### src/design/tsw_pkg.sv
package tsw_pkg;

  localparam int MAX_WIDTH  = 1024;
  localparam int MAX_HEIGHT = 1024;
  localparam int MIN_DIM    = 4;

  localparam int DIM_W  = 11;
  localparam int ADDR_W = $clog2(MAX_WIDTH);
  localparam int CIDX_W = 2;

  localparam int OBUF_DEPTH = 4;
  localparam int OBUF_PTR_W = $clog2(OBUF_DEPTH);
  localparam int OBUF_CNT_W = OBUF_PTR_W + 1;

  localparam logic [CIDX_W-1:0] CFG_IMAGE_WIDTH  = 2'd0;
  localparam logic [CIDX_W-1:0] CFG_IMAGE_HEIGHT = 2'd1;
  localparam logic [CIDX_W-1:0] CFG_SUBITERATION = 2'd2;

  typedef struct packed {
    logic             valid;
    logic [DIM_W-1:0] row;
    logic [DIM_W-1:0] col;
    logic             pix;
    logic             in_frame;
    logic             col_ok;
  } tsw_stage_t;

  typedef struct packed {
    logic pixel_out;
    logic cleared;
    logic frame_last;
    logic frame_changed;
  } tsw_result_t;

  function automatic logic [DIM_W-1:0] clamp_dim(input logic [DIM_W-1:0] v,
                                                 input logic [DIM_W-1:0] hi);
    logic [DIM_W-1:0] r;
    if (v < DIM_W'(MIN_DIM)) begin
      r = DIM_W'(MIN_DIM);
    end else if (v > hi) begin
      r = hi;
    end else begin
      r = v;
    end
    return r;
  endfunction

endpackage

### src/design/thinning_subiteration_window_core.sv
// Zhang-Suen thinning, one sub-iteration pass over a binary raster.
// Input channel (in_valid/in_stall): one beat per pixel in raster order,
//   in_drain marks flush beats. A frame is width*height pixel beats then
//   width+1 drain beats; the first width+1 beats of a frame give no result.
// Output channel (out_valid/out_stall): one beat per pixel, delayed by
//   width+1 input beats. out_frame_last flags the final pixel and carries
//   out_frame_changed, set if any pixel of the frame was cleared.
// Config channel (cfg_valid/cfg_ready): cfg_ready is always high; write
//   image_width, image_height and subiteration only while the block is idle.
// Throughput: one beat per cycle while in_stall is low. Each beat reads both
//   line stores at its column in the accept cycle and writes them back in the
//   next cycle; the stage 1 result is pushed to the buffer, raising out_valid.
// A four-entry output buffer takes results while out_stall is high;
//   in_stall rises once the buffer plus the beat in flight could fill it.
// Reset (rst_n low, synchronous) returns registers to 640x480, first
//   sub-iteration, position zero, buffer empty. Line store contents are
//   not cleared; entries read before they are written only reach border pixels.
module thinning_subiteration_window_core import tsw_pkg::*; (
  input  logic              clk,
  input  logic              rst_n,
  input  logic              in_valid,
  output logic              in_stall,
  input  logic              in_pixel_in,
  input  logic              in_drain,
  output logic              out_valid,
  input  logic              out_stall,
  output logic              out_pixel_out,
  output logic              out_cleared,
  output logic              out_frame_last,
  output logic              out_frame_changed,
  input  logic              cfg_valid,
  output logic              cfg_ready,
  input  logic [CIDX_W-1:0] cfg_index,
  input  logic [DIM_W-1:0]  cfg_data
);

  logic [DIM_W-1:0] width_r, height_r;
  logic             subiter_r;
  logic [DIM_W-1:0] w, h;

  logic [DIM_W-1:0] row_r, col_r, row_nxt, col_nxt;
  logic [DIM_W:0]   col_inc;
  logic             in_accept;

  logic line_upper [MAX_WIDTH];
  logic line_middle [MAX_WIDTH];
  logic rd_u_r, rd_m_r;

  tsw_stage_t s1_r, s1_nxt;

  logic [8:0]       win_r, win_nxt;
  logic             any_cleared_r, any_cleared_nxt;
  logic             u, m, l;
  logic             emit, border, del, last, center;
  logic [DIM_W-1:0] orow, ocol;
  logic [7:0]       ring;
  logic [3:0]       trans, count;
  logic             p1, p2;
  tsw_result_t      res;

  tsw_result_t           obuf [OBUF_DEPTH];
  logic [OBUF_PTR_W-1:0] wr_ptr_r, rd_ptr_r;
  logic [OBUF_CNT_W-1:0] cnt_r, cnt_nxt;
  logic                  push, pop;

  assign cfg_ready = 1'b1;
  assign w = clamp_dim(width_r, DIM_W'(MAX_WIDTH));
  assign h = clamp_dim(height_r, DIM_W'(MAX_HEIGHT));

  always_ff @(posedge clk) begin
    if (!rst_n) begin
      width_r   <= DIM_W'(640);
      height_r  <= DIM_W'(480);
      subiter_r <= 1'b0;
    end else if (cfg_valid && cfg_ready) begin
      unique case (cfg_index)
        CFG_IMAGE_WIDTH:  width_r   <= cfg_data;
        CFG_IMAGE_HEIGHT: height_r  <= cfg_data;
        CFG_SUBITERATION: subiter_r <= cfg_data[0];
        default: ;
      endcase
    end
  end

  // stage 0: position counters, store read
  assign in_stall  = (cnt_r + OBUF_CNT_W'(s1_r.valid)) > OBUF_CNT_W'(OBUF_DEPTH - 1);
  assign in_accept = in_valid && !in_stall;
  assign col_inc   = {1'b0, col_r} + (DIM_W+1)'(1);

  always_comb begin
    row_nxt = row_r;
    col_nxt = col_r;
    if (row_r < h) begin
      if (col_inc >= {1'b0, w}) begin
        col_nxt = '0;
        row_nxt = row_r + DIM_W'(1);
      end else begin
        col_nxt = col_inc[DIM_W-1:0];
      end
    end else if (col_r >= w) begin
      row_nxt = '0;
      col_nxt = '0;
    end else begin
      col_nxt = col_inc[DIM_W-1:0];
    end
  end

  always_comb begin
    s1_nxt          = '0;
    s1_nxt.valid    = in_accept;
    s1_nxt.row      = row_r;
    s1_nxt.col      = col_r;
    s1_nxt.pix      = in_pixel_in && !in_drain;
    s1_nxt.in_frame = row_r < h;
    s1_nxt.col_ok   = col_r < DIM_W'(MAX_WIDTH);
  end

  always_ff @(posedge clk) begin
    if (!rst_n) begin
      row_r    <= '0;
      col_r    <= '0;
      s1_r     <= '0;
    end else begin
      s1_r <= s1_nxt;
      if (in_accept) begin
        row_r <= row_nxt;
        col_r <= col_nxt;
      end
    end
  end

  // line stores: read at accept, written back from stage 1
  always_ff @(posedge clk) begin
    if (in_accept) begin
      rd_u_r <= line_upper[col_r[ADDR_W-1:0]];
    end
    if (s1_r.valid && s1_r.in_frame && s1_r.col_ok) begin
      line_upper[s1_r.col[ADDR_W-1:0]] <= rd_m_r;
    end
  end

  always_ff @(posedge clk) begin
    if (in_accept) begin
      rd_m_r <= line_middle[col_r[ADDR_W-1:0]];
    end
    if (s1_r.valid && s1_r.in_frame && s1_r.col_ok) begin
      line_middle[s1_r.col[ADDR_W-1:0]] <= s1_r.pix;
    end
  end

  // stage 1: window shift and decision
  assign u = s1_r.in_frame && s1_r.col_ok && rd_u_r;
  assign m = s1_r.col_ok && rd_m_r;
  assign l = s1_r.in_frame && s1_r.pix;
  assign win_nxt = {l, m, u, win_r[8:3]};
  assign center  = win_nxt[4];

  // ring order: N, NE, E, SE, S, SW, W, NW
  assign ring = {win_nxt[0], win_nxt[1], win_nxt[2], win_nxt[5],
                 win_nxt[8], win_nxt[7], win_nxt[6], win_nxt[3]};

  always_comb begin
    trans = '0;
    count = '0;
    for (int k = 0; k < 8; k++) begin
      if (!ring[k] && ring[(k + 1) % 8]) begin
        trans = trans + 4'd1;
      end
      count = count + 4'(ring[k]);
    end
  end

  always_comb begin
    if (!subiter_r) begin
      p1 = win_nxt[3] & win_nxt[7] & win_nxt[5];
      p2 = win_nxt[7] & win_nxt[5] & win_nxt[1];
    end else begin
      p1 = win_nxt[3] & win_nxt[7] & win_nxt[1];
      p2 = win_nxt[3] & win_nxt[5] & win_nxt[1];
    end
  end

  assign emit = (s1_r.row >= DIM_W'(2)) ||
                (s1_r.row == DIM_W'(1) && s1_r.col != '0);
  assign orow = (s1_r.col != '0) ? s1_r.row - DIM_W'(1) : s1_r.row - DIM_W'(2);
  assign ocol = (s1_r.col != '0) ? s1_r.col - DIM_W'(1) : w - DIM_W'(1);
  assign border = (orow == '0) || (orow >= h - DIM_W'(1)) ||
                  (ocol == '0) || (ocol >= w - DIM_W'(1));
  assign del = !border && center && trans == 4'd1 && count >= 4'd2 &&
               count <= 4'd6 && !p1 && !p2;
  assign last = (s1_r.row >= h) && (s1_r.col >= w);

  always_comb begin
    res.pixel_out     = center && !del;
    res.cleared       = del;
    res.frame_last    = last;
    res.frame_changed = last && (any_cleared_r || del);
  end

  always_comb begin
    any_cleared_nxt = any_cleared_r;
    if (s1_r.valid) begin
      if (s1_r.row >= h && s1_r.col >= w) begin
        any_cleared_nxt = 1'b0;
      end else if (emit) begin
        any_cleared_nxt = any_cleared_r || del;
      end
    end
  end

  always_ff @(posedge clk) begin
    if (!rst_n) begin
      win_r         <= '0;
      any_cleared_r <= 1'b0;
    end else begin
      any_cleared_r <= any_cleared_nxt;
      if (s1_r.valid) begin
        win_r <= win_nxt;
      end
    end
  end

  // output buffer
  assign push      = s1_r.valid && emit;
  assign out_valid = cnt_r != '0;
  assign pop       = out_valid && !out_stall;
  assign cnt_nxt   = cnt_r + OBUF_CNT_W'(push) - OBUF_CNT_W'(pop);

  assign out_pixel_out     = obuf[rd_ptr_r].pixel_out;
  assign out_cleared       = obuf[rd_ptr_r].cleared;
  assign out_frame_last    = obuf[rd_ptr_r].frame_last;
  assign out_frame_changed = obuf[rd_ptr_r].frame_changed;

  always_ff @(posedge clk) begin
    if (push) begin
      obuf[wr_ptr_r] <= res;
    end
  end

  always_ff @(posedge clk) begin
    if (!rst_n) begin
      wr_ptr_r <= '0;
      rd_ptr_r <= '0;
      cnt_r    <= '0;
    end else begin
      cnt_r <= cnt_nxt;
      if (push) begin
        wr_ptr_r <= wr_ptr_r + OBUF_PTR_W'(1);
      end
      if (pop) begin
        rd_ptr_r <= rd_ptr_r + OBUF_PTR_W'(1);
      end
    end
  end

endmodule

### config.mk
export PLATFORM = sky130hd
export DESIGN_NAME = thinning_subiteration_window_core
export DESIGN_NICKNAME = d
export VERILOG_FILES = /design/src/design/tsw_pkg.sv /design/src/design/thinning_subiteration_window_core.sv
export SDC_FILE = /design/constraint.sdc
export NUM_CORES = 2
export LEC_CHECK = 0
export BUFFER_PORTS_ARGS = -buffer_cell sky130_fd_sc_hd__buf_2
export CAP_MARGIN = 40
export CORE_ASPECT_RATIO = 0.9
export CORE_MARGIN = 2
export CORE_UTILIZATION = 25
export CTS_CLUSTER_DIAMETER = 100
export DETAILED_ROUTE_END_ITERATION = 7
export PLACE_DENSITY_LB_ADDON = 0.05
export SYNTH_ARGS = -nofsm -noshare
export SYNTH_HDL_FRONTEND = slang
export SYNTH_SLANG_ARGS = --single-unit
### constraint.sdc
create_clock -name clk -period 19.7 [get_ports clk]
set_input_delay 1.97 -clock clk [delete_from_list [all_inputs] [get_ports clk]]
set_output_delay 1.97 -clock clk [all_outputs]
set_load 0.01 [all_outputs]
==> out/qor.txt <==
status = complete, no violations
placed insts = 10200
register area share after synthesis = 70.6%
clock power share = 42.8%
vias per cell = 4.80
Final Hold Viols = 0
io pins = 27
net count after synthesis = 5763
number of setup buffers added after CTS = 0
Met1 Wirelength = 150000 µm
kind of end point of the critical path = register
area of the core = 360000 µm²
P_leak = 30.2 nW
Port Buffer Count = 25
Hold Buf Count CTS = 0
grt total ovfl = 0
clock-pin transition on the worst setup and hold timing paths = 0.05 ns
RD Place Congestion = 0.762
final design area excluding fillers = 106000 µm²
worst skew pair latency = 0.91 ns
async set or reset register ratio after synthesis = 0%
share of cells above drive strength 1 = 19.6%
CP endpoint = obuf[1][0]$_DFFE_PP_
number of global-route vias before repair = 53800
Slowest cell on crit path = dfxtp_4
Tot GR Track Use = 17.7%
Crit Path Class = reg2reg
Area contributors post-synth = edfxtp_1, mux4_2, nor2_1
Max Clock Freq = 0.158 GHz
Worst path max stage delay = 0.84 ns
initial antenna violation count = 48
metal3 WL = 17400 µm
CTS buffer count = 265
Detail Placement HPWL = 199000 µm
Post-Syn Area = 90300 µm²
pwr dens = 103 nW/µm²
Root Buffer = clkbuf_16
fin cells = 10700
sequential power share = 47.6%
minimum clock period = 6.31 ns
pin count of the biggest net entering global routing = 218
worst hold slack = 0.474 ns
# setup viols final = 0
Worst setup startpoint = s1_r[2]$_SDFF_PN0_
first-pass GRT wire length = 452000 µm
H-tree depth = 5
# DRC = 0
Final Util = 29.3%
DP Area = 97500 µm²
CTS sink cnt = 2153
die height = 574 µm
RSZ-0062 raised after global routing = no
die width = 638 µm
Worst Tran Pin Value = 1.18 ns
Primary FF master, synth = edfxtp_1
Yosys top cell area share = 68.7%
fin crit share = 32.0%
CP Data Arrival Time = 6.93 ns
R2R Path End = obuf[1][0]$_DFFE_PP_
Netlist cell types = 80
WL final = 329000 µm
Place WS = 13.29 ns
RR Startpoint = s1_r[2]$_SDFF_PN0_
initial drt markers = 4830
full die area = 366000 µm²
DR vias = 51300
number of synthesized flops with an enable pin = 2066
Internal Dissipation = 8.21 mW
Slew Limit Fails = 0
setup ws final = 13.39 ns
net switching power = 2.66 mW
total power = 10.9 mW
Setup TNS Final = 0 ns
FP Rows = 209
Initial Util = 25.1%
CP required = 20.32 ns
highest routed layer = met5
setup slack, reg-to-reg = 13.39 ns
Max Cap Violations = 0
crit path cell chain = and2_1 > o22ai_1 > a311oi_1 > ha_1 > nand3_1 > nand2_1 > ha_1 > a21oi_1 > a22oi_1 > ha_1 > nand2_1 > nand2_1 > ha_1 > nor2b_1 > nor2_1 > ha_1 > nand3b_1 > xnor2_1 > xnor2_1 > xnor2_1 > a2111o_1 > a311oi_1 > nand3_1 > a21boi_0
Hold Path Class = reg2reg
CP most frequent cell = ha_1
Max-slew headroom = 21.4%
routed len/inst = 30.7 µm
Avg Inst Size Synth = 16.0 µm²
Met2 Wirelength = 153000 µm
Post-synth top cells = edfxtp_1, nor2_1, mux4_2, nand2_1, clkbuf_1
startpoint types = register
top-count cell post-synth = edfxtp_1
CP Max Fanout = 68
area delta synth->final = 16.8%
Yosys top cell by area = edfxtp_1
router iterations before antenna repair = 5
Max VDD drop = 64.0 µV
ANT nets after route = 0
post-CTS resize count = 0
cell count after synthesis = 5634
synth warn = 0
#FFs+latches synth = 2153
clk_skew = 0.0331 ns
TritonCTS clock tree = built
CTS Buffer Depth = 4
Final #Nets = 5874
Logic pwr share = 9.6%
R2R cell count = 24
switching share of power = 24.5%
layout make-up:
type	count	area (µm²)
Sequential cell	2153	63800
Timing Repair Buffer	263	2590
Multi-Input combinational cell	3010	24900
Inverter	52	195
Clock buffer	342	7040
Tap cell	4747	5940
Antenna cell	10	25.0
Clock inverter	116	972
Fill cell	35700	254000
layer usage:
layer	vias to the layer above	global-route usage, %
met2	1431	28.5
met1	27400	24.8
li1	22100	-
met3	398	2.89
met5	-	0
met4	4	4.68
power groups by stage:
stage                     combinational, mW  sequential (mW)  clock (mW)
final                                  1.05             5.17        4.65
after global routing                   1.14             5.17        4.96
after CTS                              1.08             5.16        4.80
after detailed placement               1.08             5.26           0
after global placement                 1.05             5.27           0
after floorplan                       0.638             5.49           0
sequential cells by signal, summed over array words and instances, names as in the netlist, named ones only:
name           cells
rd_m_r             1
rd_u_r             1
row_r             11
height_r          11
any_cleared_r      1
line_upper      1024
s1_r              26
obuf              16
line_middle     1024
subiter_r          1
col_r             11
wr_ptr_r           2
rd_ptr_r           2
cnt_r              3
width_r           11
win_r              6
layout by cell type, fill, tap and decap left out, types with 34 or more instances in the layout:
cell,Yosys,routed
a21oi_1,104,104
mux4_2,468,468
buf_4,39,185
dfxtp_1,87,80
mux2i_1,142,142
clkbuf_1,273,71
nand2_1,290,247
a211oi_1,39,39
nand4_1,37,37
nor2_1,1153,1150
o21ai_0,52,52
clkinv_1,2,53
inv_1,48,46
nand3_1,56,55
edfxtp_1,2066,2066
and2_1,36,34
clkbuf_16,0,270
o22ai_1,41,41
ha_1,104,104
a22oi_1,105,105
worst max-delay path, delay by kind of cell (launching register included):
| kind | cells | cell delay (ns) |
|---|---|---|
| flops | 1 | 0.84 |
| xor+xnor | 3 | 0.40 |
| fa+ha+maj | 5 | 1.42 |
| compound gates | 7 | 2.26 |
| simple gates | 9 | 1.09 |
how the worst min path moves through the flow:
stage / from / to / slack, ns / cells after the start
floorplan: any_cleared_r$_SDFFE_PN0P_ / any_cleared_r$_SDFFE_PN0P_ / 0.44 / 2
global placement: height_r[1]$_SDFFE_PN0P_ / height_r[1]$_SDFFE_PN0P_ / 0.47 / 2
detailed placement: any_cleared_r$_SDFFE_PN0P_ / any_cleared_r$_SDFFE_PN0P_ / 0.47 / 2
CTS: any_cleared_r$_SDFFE_PN0P_ / any_cleared_r$_SDFFE_PN0P_ / 0.48 / 2
global route: any_cleared_r$_SDFFE_PN0P_ / any_cleared_r$_SDFFE_PN0P_ / 0.51 / 2
finish: any_cleared_r$_SDFFE_PN0P_ / any_cleared_r$_SDFFE_PN0P_ / 0.47 / 2
kinds of logic after synthesis:
family,count (synthesis),share of synthesized area [%]
fa+ha+maj,109,1.55
flops,2153,70.6
other cells,1,0.00415
mux,617,13.3
simple gates,1736,8.02
compound gates,499,3.80
xor+xnor,48,0.465
buf+inv,471,2.23
No activity file was read; power rests on OpenSTA's default activity.
